--- config.mk ---
export PLATFORM = sky130hd
export DESIGN_NAME = miller_rabin_prime_test_top
export DESIGN_NICKNAME = d
export VERILOG_FILES = /design/src/rtl/mrpt_pkg.sv /design/src/rtl/mrpt_datapath.sv /design/src/rtl/mrpt_ctrl.sv /design/src/rtl/miller_rabin_prime_test_top.sv
export SDC_FILE = /design/constraint.sdc
export NUM_CORES = 1
export LEC_CHECK = 0
export BUFFER_PORTS_ARGS = -buffer_cell sky130_fd_sc_hd__buf_2
export CAP_MARGIN = 20
export CORE_MARGIN = 2
export CORE_UTILIZATION = 25
export CTS_BUF_LIST = sky130_fd_sc_hd__clkbuf_16
export DETAILED_ROUTE_END_ITERATION = 12
export PLACE_DENSITY = 0.47
export SYNTH_ARGS = -nofsm -noshare
export SYNTH_HDL_FRONTEND = slang
export SYNTH_HIERARCHICAL = 1
export SYNTH_SLANG_ARGS = --single-unit
--- constraint.sdc ---
create_clock -name i_clk -period 6.5 [get_ports i_clk]
set_input_delay 0.65 -clock i_clk [delete_from_list [all_inputs] [get_ports i_clk]]
set_output_delay 0.65 -clock i_clk [all_outputs]
set_load 0.02 [all_outputs]
--- src/rtl/mrpt_pkg.sv ---
// Shared types and constants for the Miller-Rabin prime test block.
package mrpt_pkg;

    // Controller state codes
    localparam logic [3:0] S_IDLE  = 4'd0;
    localparam logic [3:0] S_SMALL = 4'd1;
    localparam logic [3:0] S_RED   = 4'd2;
    localparam logic [3:0] S_STRIP = 4'd3;
    localparam logic [3:0] S_PCHK  = 4'd4;
    localparam logic [3:0] S_PMXW  = 4'd5;
    localparam logic [3:0] S_PSQS  = 4'd6;
    localparam logic [3:0] S_PSQW  = 4'd7;
    localparam logic [3:0] S_CHECK = 4'd8;
    localparam logic [3:0] S_LOOP  = 4'd9;
    localparam logic [3:0] S_LW    = 4'd10;
    localparam logic [3:0] S_LCHK  = 4'd11;
    localparam logic [3:0] S_DONE  = 4'd12;

    // Modular multiply operand selection
    localparam logic [1:0] MSEL_X_BASE = 2'd0;
    localparam logic [1:0] MSEL_BASE_SQ = 2'd1;
    localparam logic [1:0] MSEL_X_SQ = 2'd2;

    typedef struct packed {
        logic       load;
        logic       red_step;
        logic       strip_step;
        logic       mul_start;
        logic [1:0] mul_sel;
        logic       mul_wb;
        logic       d_shift;
        logic       s_dec;
    } t_cmd;

    typedef struct packed {
        logic small_n;
        logic small_pass;
        logic red_done;
        logic d_odd;
        logic d_zero;
        logic d_lsb;
        logic mul_done;
        logic x_one;
        logic x_nm1;
        logic s_le1;
    } t_sts;

endpackage

--- src/rtl/mrpt_datapath.sv ---
// Datapath: operand registers, modulo reduction, exponent strip and multiply-reduce unit.
module mrpt_datapath #(
    parameter int NUM_WIDTH = 32
) (
    input  logic           i_clk,
    input  logic [31:0]    i_candidate,
    input  logic [31:0]    i_witness,
    input  mrpt_pkg::t_cmd i_cmd,
    output mrpt_pkg::t_sts o_sts
);
    import mrpt_pkg::*;

    localparam int W  = NUM_WIDTH;
    localparam int IW = (NUM_WIDTH < 32) ? NUM_WIDTH : 32;
    localparam int CW = $clog2(NUM_WIDTH + 1);

    logic [W-1:0]  r_n, r_nm1, r_d, r_w, r_rem, r_x;
    logic [W-1:0]  r_ma, r_mb, r_macc;
    logic [1:0]    r_msel;
    logic [CW-1:0] r_cnt, r_s;

    logic [W-1:0] cand_m, wit_m;
    logic [W:0]   red_t;
    logic [W-1:0] red_next;
    logic [W-1:0] op_a, op_b;
    logic [W-1:0] acc_next, a_next;

    // (a + b) mod m with a, b below m
    function automatic logic [W-1:0] add_mod(input logic [W-1:0] a, input logic [W-1:0] b,
                                             input logic [W-1:0] m);
        logic [W-1:0] room;
        room = m - b;
        add_mod = (a >= room) ? (a - room) : (a + b);
    endfunction

    assign cand_m = W'(i_candidate[IW-1:0]);
    assign wit_m  = W'(i_witness[IW-1:0]);

    // One restoring-division bit of witness mod n
    assign red_t    = {r_rem, r_w[W-1]};
    assign red_next = (red_t >= {1'b0, r_n}) ? W'(red_t - {1'b0, r_n}) : red_t[W-1:0];

    // Pick multiply operands; base lives in r_rem
    always_comb begin
        case (i_cmd.mul_sel)
            MSEL_X_BASE: begin
                op_a = r_x;
                op_b = r_rem;
            end
            MSEL_BASE_SQ: begin
                op_a = r_rem;
                op_b = r_rem;
            end
            MSEL_X_SQ: begin
                op_a = r_x;
                op_b = r_x;
            end
            default: begin
                op_a = r_x;
                op_b = r_x;
            end
        endcase
    end

    assign acc_next = r_mb[0] ? add_mod(r_macc, r_ma, r_n) : r_macc;
    assign a_next   = add_mod(r_ma, r_ma, r_n);

    // Operand and working registers
    always_ff @(posedge i_clk) begin
        if (i_cmd.load) begin
            r_n   <= cand_m;
            r_nm1 <= cand_m - W'(1);
            r_d   <= cand_m - W'(1);
            r_w   <= wit_m;
            r_rem <= '0;
            r_x   <= W'(1);
            r_s   <= '0;
            r_cnt <= CW'(W);
        end else begin
            if (i_cmd.red_step) begin
                r_rem <= red_next;
                r_w   <= {r_w[W-2:0], 1'b0};
                r_cnt <= r_cnt - CW'(1);
            end
            if (i_cmd.strip_step) begin
                r_d <= {1'b0, r_d[W-1:1]};
                r_s <= r_s + CW'(1);
            end
            if (i_cmd.d_shift) begin
                r_d <= {1'b0, r_d[W-1:1]};
            end
            if (i_cmd.s_dec) begin
                r_s <= r_s - CW'(1);
            end
            if (i_cmd.mul_wb) begin
                if (r_msel == MSEL_BASE_SQ) begin
                    r_rem <= r_macc;
                end else begin
                    r_x <= r_macc;
                end
            end
        end
    end

    // Shift-and-add multiply-reduce unit, one multiplier bit per cycle
    always_ff @(posedge i_clk) begin
        if (i_cmd.mul_start) begin
            r_ma   <= op_a;
            r_mb   <= op_b;
            r_macc <= '0;
            r_msel <= i_cmd.mul_sel;
        end else if (r_mb != '0) begin
            r_macc <= acc_next;
            r_ma   <= a_next;
            r_mb   <= {1'b0, r_mb[W-1:1]};
        end
    end

    assign o_sts.small_n    = (r_n == W'(0)) || (r_n == W'(1)) || (r_n == W'(2)) ||
                              (r_n == W'(3)) || (r_n == W'(4));
    assign o_sts.small_pass = (r_n == W'(2)) || (r_n == W'(3));
    assign o_sts.red_done   = (r_cnt == '0);
    assign o_sts.d_odd      = r_d[0];
    assign o_sts.d_zero     = (r_d == '0);
    assign o_sts.d_lsb      = r_d[0];
    assign o_sts.mul_done   = (r_mb == '0);
    assign o_sts.x_one      = (r_x == W'(1));
    assign o_sts.x_nm1      = (r_x == r_nm1);
    assign o_sts.s_le1      = (r_s <= CW'(1));

endmodule

--- src/rtl/mrpt_ctrl.sv ---
// Controller: round sequencing, group pass flag and verdict output register.
module mrpt_ctrl (
    input  logic           i_clk,
    input  logic           i_rst_n,
    input  logic           i_valid,
    output logic           o_ready,
    input  logic           i_last_witness,
    output logic           o_valid,
    input  logic           i_ready,
    output logic           o_is_probable_prime,
    output mrpt_pkg::t_cmd o_cmd,
    input  mrpt_pkg::t_sts i_sts
);
    import mrpt_pkg::*;

    logic [3:0] r_state, n_state;
    logic       r_last, r_res, n_res, r_pass, n_pass;
    logic       r_ovalid, n_ovalid, r_odata, n_odata;

    assign o_ready             = (r_state == S_IDLE);
    assign o_valid             = r_ovalid;
    assign o_is_probable_prime = r_odata;

    // Next state and command decode
    always_comb begin
        n_state  = r_state;
        n_res    = r_res;
        n_pass   = r_pass;
        n_ovalid = r_ovalid && !i_ready;
        n_odata  = r_odata;
        o_cmd    = '0;
        case (r_state)
            S_IDLE: begin
                if (i_valid) begin
                    o_cmd.load = 1'b1;
                    n_state    = S_SMALL;
                end
            end
            S_SMALL: begin
                if (i_sts.small_n) begin
                    n_res   = i_sts.small_pass;
                    n_state = S_DONE;
                end else begin
                    n_state = S_RED;
                end
            end
            S_RED: begin
                if (i_sts.red_done) begin
                    n_state = S_STRIP;
                end else begin
                    o_cmd.red_step = 1'b1;
                end
            end
            S_STRIP: begin
                if (i_sts.d_odd) begin
                    n_state = S_PCHK;
                end else begin
                    o_cmd.strip_step = 1'b1;
                end
            end
            S_PCHK: begin
                if (i_sts.d_zero) begin
                    n_state = S_CHECK;
                end else if (i_sts.d_lsb) begin
                    o_cmd.mul_start = 1'b1;
                    o_cmd.mul_sel   = MSEL_X_BASE;
                    n_state         = S_PMXW;
                end else begin
                    n_state = S_PSQS;
                end
            end
            S_PMXW: begin
                if (i_sts.mul_done) begin
                    o_cmd.mul_wb = 1'b1;
                    n_state      = S_PSQS;
                end
            end
            S_PSQS: begin
                o_cmd.mul_start = 1'b1;
                o_cmd.mul_sel   = MSEL_BASE_SQ;
                n_state         = S_PSQW;
            end
            S_PSQW: begin
                o_cmd.mul_sel = MSEL_BASE_SQ;
                if (i_sts.mul_done) begin
                    o_cmd.mul_wb  = 1'b1;
                    o_cmd.d_shift = 1'b1;
                    n_state       = S_PCHK;
                end
            end
            S_CHECK: begin
                if (i_sts.x_one || i_sts.x_nm1) begin
                    n_res   = 1'b1;
                    n_state = S_DONE;
                end else begin
                    n_state = S_LOOP;
                end
            end
            S_LOOP: begin
                if (i_sts.s_le1) begin
                    n_res   = 1'b0;
                    n_state = S_DONE;
                end else begin
                    o_cmd.mul_start = 1'b1;
                    o_cmd.mul_sel   = MSEL_X_SQ;
                    o_cmd.s_dec     = 1'b1;
                    n_state         = S_LW;
                end
            end
            S_LW: begin
                o_cmd.mul_sel = MSEL_X_SQ;
                if (i_sts.mul_done) begin
                    o_cmd.mul_wb = 1'b1;
                    n_state      = S_LCHK;
                end
            end
            S_LCHK: begin
                if (i_sts.x_nm1) begin
                    n_res   = 1'b1;
                    n_state = S_DONE;
                end else if (i_sts.x_one) begin
                    n_res   = 1'b0;
                    n_state = S_DONE;
                end else begin
                    n_state = S_LOOP;
                end
            end
            S_DONE: begin
                // fold round into group flag; emit verdict on the last item
                if (!r_last) begin
                    n_pass  = r_pass && r_res;
                    n_state = S_IDLE;
                end else if (!r_ovalid || i_ready) begin
                    n_ovalid = 1'b1;
                    n_odata  = r_pass && r_res;
                    n_pass   = 1'b1;
                    n_state  = S_IDLE;
                end
            end
            default: begin
                n_state = S_IDLE;
            end
        endcase
    end

    // Control registers
    always_ff @(posedge i_clk) begin
        if (!i_rst_n) begin
            r_state  <= S_IDLE;
            r_pass   <= 1'b1;
            r_ovalid <= 1'b0;
        end else begin
            r_state  <= n_state;
            r_pass   <= n_pass;
            r_ovalid <= n_ovalid;
        end
    end

    // Payload registers
    always_ff @(posedge i_clk) begin
        r_res   <= n_res;
        r_odata <= n_odata;
        if (o_cmd.load) begin
            r_last <= i_last_witness;
        end
    end

endmodule

--- src/rtl/miller_rabin_prime_test_top.sv ---
// Miller-Rabin prime test: one witness round per item, verdict on the last witness of a group.
// One item is processed at a time. A round reduces the witness modulo the candidate by
// restoring division over its NUM_WIDTH bits, strips the trailing zeros of n-1 to get d and
// s, then runs square-and-multiply over the bits of d with a shared shift-and-add
// multiply-reduce unit, and up to s-1 further squarings. Candidates 0 to 4 are decided
// directly, without reduction or multiplication.
// A verdict waits in an output register; the next group keeps running behind it.
module miller_rabin_prime_test_top #(
    parameter int NUM_WIDTH = 32
) (
    input  logic        i_clk,
    input  logic        i_rst_n,
    input  logic        i_valid,
    output logic        o_ready,
    input  logic [31:0] i_candidate,
    input  logic [31:0] i_witness,
    input  logic        i_last_witness,
    output logic        o_valid,
    input  logic        i_ready,
    output logic        o_is_probable_prime
);
    import mrpt_pkg::*;

    t_cmd cmd;
    t_sts sts;

    mrpt_ctrl u_ctrl (
        .i_clk               (i_clk),
        .i_rst_n             (i_rst_n),
        .i_valid             (i_valid),
        .o_ready             (o_ready),
        .i_last_witness      (i_last_witness),
        .o_valid             (o_valid),
        .i_ready             (i_ready),
        .o_is_probable_prime (o_is_probable_prime),
        .o_cmd               (cmd),
        .i_sts               (sts)
    );

    mrpt_datapath #(
        .NUM_WIDTH (NUM_WIDTH)
    ) u_datapath (
        .i_clk       (i_clk),
        .i_candidate (i_candidate),
        .i_witness   (i_witness),
        .i_cmd       (cmd),
        .o_sts       (sts)
    );

endmodule

==> results.txt <==
Die Area -> 94800 um^2
final worst-path cycle share -> 91.1%
most used flip-flop cell after synthesis -> edfxtp_1
Min-Delay Path Class -> in2reg
Max Cap Viol -> 0
Yosys warning total -> 6
post-synthesis instance total -> 2621
ys async rst share -> 0%
Max Slew Vio Count -> 0
Layout fillers -> 9886
largest family of logic cells by synthesized area -> compound AO/OA/AOI/OAI gates
post-synth top area cell -> edfxtp_1
endpoint class of the critical path -> flop
hold path start -> i_last_witness
final hold vios -> 0
I/O Buffers -> 71
CTS Hold Bufs -> 0
Die Y -> 308 um
Critical path buffers and inverters -> 3
Top Ports -> 72
hpwl dp -> 58.1 mm
largest net degree at the start of global routing -> 76
GRT overflow -> 0
Initial DRC Count -> 1384
Worst Tran Pin Value -> 1.11 ns
crit path max fanout -> 18
average size of a mapped cell -> 8.81 um^2
DRT Wirelength -> 74.5 mm
Worst Path Required -> 6.91 ns
nets -> 2886
top-area cell type share of the netlist area -> 25.6%
launch point of the worst reg-to-reg path -> u_datapath/r_n[0]
Final setup violation count -> 0
fin crit period -> 5.92 ns
Core ar. -> 91700 um^2
critical path's largest stage delay -> 0.47 ns
Root Driver -> clkbuf_16
Routed WL per cell -> 19.3 um
post-synthesis compound-gate area fraction -> 19.5%
global-route wire length before repair -> 113 mm
Clock Tree Buf Depth -> 3
Final GP Congestion -> 0.869
vias per cell -> 4.99
Mapped Area -> 23100 um^2
critical setup path kind -> reg2reg
Initial Util -> 25.2%
vias in the first global route -> 18.6k
Crit-path slowest cell -> a31o_1
post-synthesis mux area share -> 6.08%
Crit. Startpoint -> u_datapath/r_n[0]
critical path launch point type -> flop
RSZ-0062 raised after global routing -> no
Total GRT Usage -> 15.4%
DIE WIDTH -> 308 um
post-synthesis xor/xnor area fraction -> 7.69%
Pre-Repair DR Iteration Count -> 7
clock skew -> 0.0255 ns
total negative setup slack -> 0 ns
Synth cell types -> 95
postcts setup bufs -> 0
Post-synth EDFFs -> 197
worst rel slew slack -> 25.7%
H-Tree Depth -> 2
CP Data Arrival Time -> 6.33 ns
DRC viols -> 0
clk sinks -> 311
Seq cells post-synth -> 311
Mapped Nets -> 2856
Post-Synth Simple-Gate Area -> 18.2%
Clock Latency Late Sink -> 0.57 ns
Routed Antenna Nets -> 0
Peak Freq -> 169 MHz
row cnt -> 111
status -> complete, no violations
antenna violations before repair -> 5
P&R area growth vs syn -> 12.4%
share of post-route cells with drive strength above 1 -> 9.63%
sequential share of the synthesized area -> 35.5%
CTS tree -> done
most used cell, CP -> a21o_1
via count -> 19.3k
Num CTS Buffers -> 38
CP top delay family -> compound AO/OA/AOI/OAI gates
clk slew on worst S/H paths -> 0.06 ns
CTS resizes -> 0
adder-cell area share of the yosys netlist -> 9.20%
Synth area leaders -> edfxtp_1 26%, dfxtp_1 9.9%, ha_1 8.7%, a21oi_1 5.4%, nand2_1 4.7%
==> cell usage after synthesis (14+ instances only) <==
master,number
a211oi_1,49
or3_1,17
o211ai_1,21
mux2i_1,69
o21a_1,33
xor2_1,100
nand2_1,291
and2_1,14
a21o_1,78
nand4_1,35
nor2_1,230
nor3_1,57
clkbuf_1,86
a21oi_1,251
nand3_1,32
a31oi_1,30
edfxtp_1,197
o21ai_0,113
inv_1,115
nand2b_1,33
mux2_2,62
xnor2_1,97
nor2b_1,24
nor4_1,51
o21bai_1,15
ha_1,161
and3_1,44
dfxtp_1,114
==> placed cells by master, fill, tap and decap left out, types with 28 or more instances in the layout <==
| master | count |
|---|---|
| nand2_1 | 289 |
| a21oi_1 | 250 |
| nor2_1 | 229 |
| edfxtp_1 | 197 |
| ha_1 | 161 |
| inv_1 | 125 |
| dfxtp_1 | 114 |
| o21ai_0 | 113 |
| xor2_1 | 100 |
| xnor2_1 | 97 |
| a21o_1 | 77 |
| buf_2 | 71 |
| mux2i_1 | 69 |
| mux2_2 | 62 |
| nor3_1 | 56 |
| nor4_1 | 49 |
| a211oi_1 | 49 |
| and3_1 | 44 |
| clkbuf_16 | 39 |
| nand4_1 | 35 |
| o21a_1 | 33 |
| nand2b_1 | 32 |
| nand3_1 | 32 |
| a31oi_1 | 30 |
| buf_4 | 28 |
==> final timing paths <==
kind / slack [ns] / cells past startpoint / endpoint
max reg2reg: 0.58 / 26 / u_datapath/r_ma[5]
min: 0.27 / 1 / u_ctrl/r_last
max: 0.58 / 26 / u_datapath/r_ma[5]
min reg2reg: 0.50 / 2 / u_datapath/r_cnt[1]
==> per-stage QoR <==
step	utilization [%]	setup slack, ns	cells	hold WS (ns)	cell area, um^2
after global routing	28.3	0.0763	3868	0.259	26000
after CTS	28.3	0.554	3866	0.238	26000
final	28.3	0.579	3868	0.271	26000
after global placement	27.0	0.708	3797	0.486	24800
after floorplan	-	1.30	2621	0.469	23100
after detailed placement	27.0	0.573	3797	0.491	24800
==> state kept, by name, summed over array words and instances, names as in the netlist, 32 cells and up <==
signal,count
u_datapath/r_rem,32
u_datapath/r_w,32
u_datapath/r_nm1,32
u_datapath/r_macc,32
u_datapath/r_d,32
u_datapath/r_x,32
u_datapath/r_mb,32
u_datapath/r_ma,32
u_datapath/r_n,32
==> area by class of cell <==
| class | instances | area [um^2] | share of cell area, % |
|---|---|---|---|
| multi-input cells | 2085 | 14100 | 54.2 |
| flip-flops and latches | 311 | 8200 | 31.6 |
| well taps | 1186 | 1480 | 5.72 |
| clock buffers | 39 | 976 | 3.76 |
| repair buffers | 99 | 566 | 2.18 |
| inverters | 116 | 435 | 1.68 |
| clock inverters | 30 | 211 | 0.815 |
| diodes | 2 | 5.00 | 0.0193 |
==> routing by layer <==
layer  vias up  part of all wire, %  GRT usage (%)
met1      9144                   49           22.2
met4         4                  3.1           5.03
met2       401                   43           23.8
met5         -                0.028              0
li1       9667                    -              -
met3        88                  5.0           2.06
==> kinds of logic after synthesis <==
kind of cell | after synthesis
flip-flops | 311
multiplexers | 132
adder cells (fa/ha/maj) | 167
AND/OR/NAND/NOR | 881
XOR/XNOR | 199
AO/OA/AOI/OAI | 706
buffers and inverters | 225
==> worst reg2reg max path: stages, from the launching register on <==
cell	delay, ns
edfxtp_1	0.42
inv_1	0.12
ha_1	0.17
inv_1	0.05
fa_1	0.40
a21o_1	0.22
nand4_1	0.14
a21oi_1	0.10
nor2b_1	0.20
o21ai_0	0.15
a21o_1	0.20
a21o_1	0.20
a21o_1	0.18
a21oi_1	0.17
xor2_1	0.26
ha_1	0.35
nand2_1	0.11
nor2b_1	0.05
a21oi_1	0.17
nand3b_1	0.15
nor3_1	0.26
o31ai_1	0.19
a21oi_2	0.46
a31o_1	0.47
buf_4	0.32
nand2_1	0.09
a31oi_1	0.18
Power is left out: the tool's default activity adds up to more than one toggle a clock period on the data nets, which glitch-free logic cannot reach.
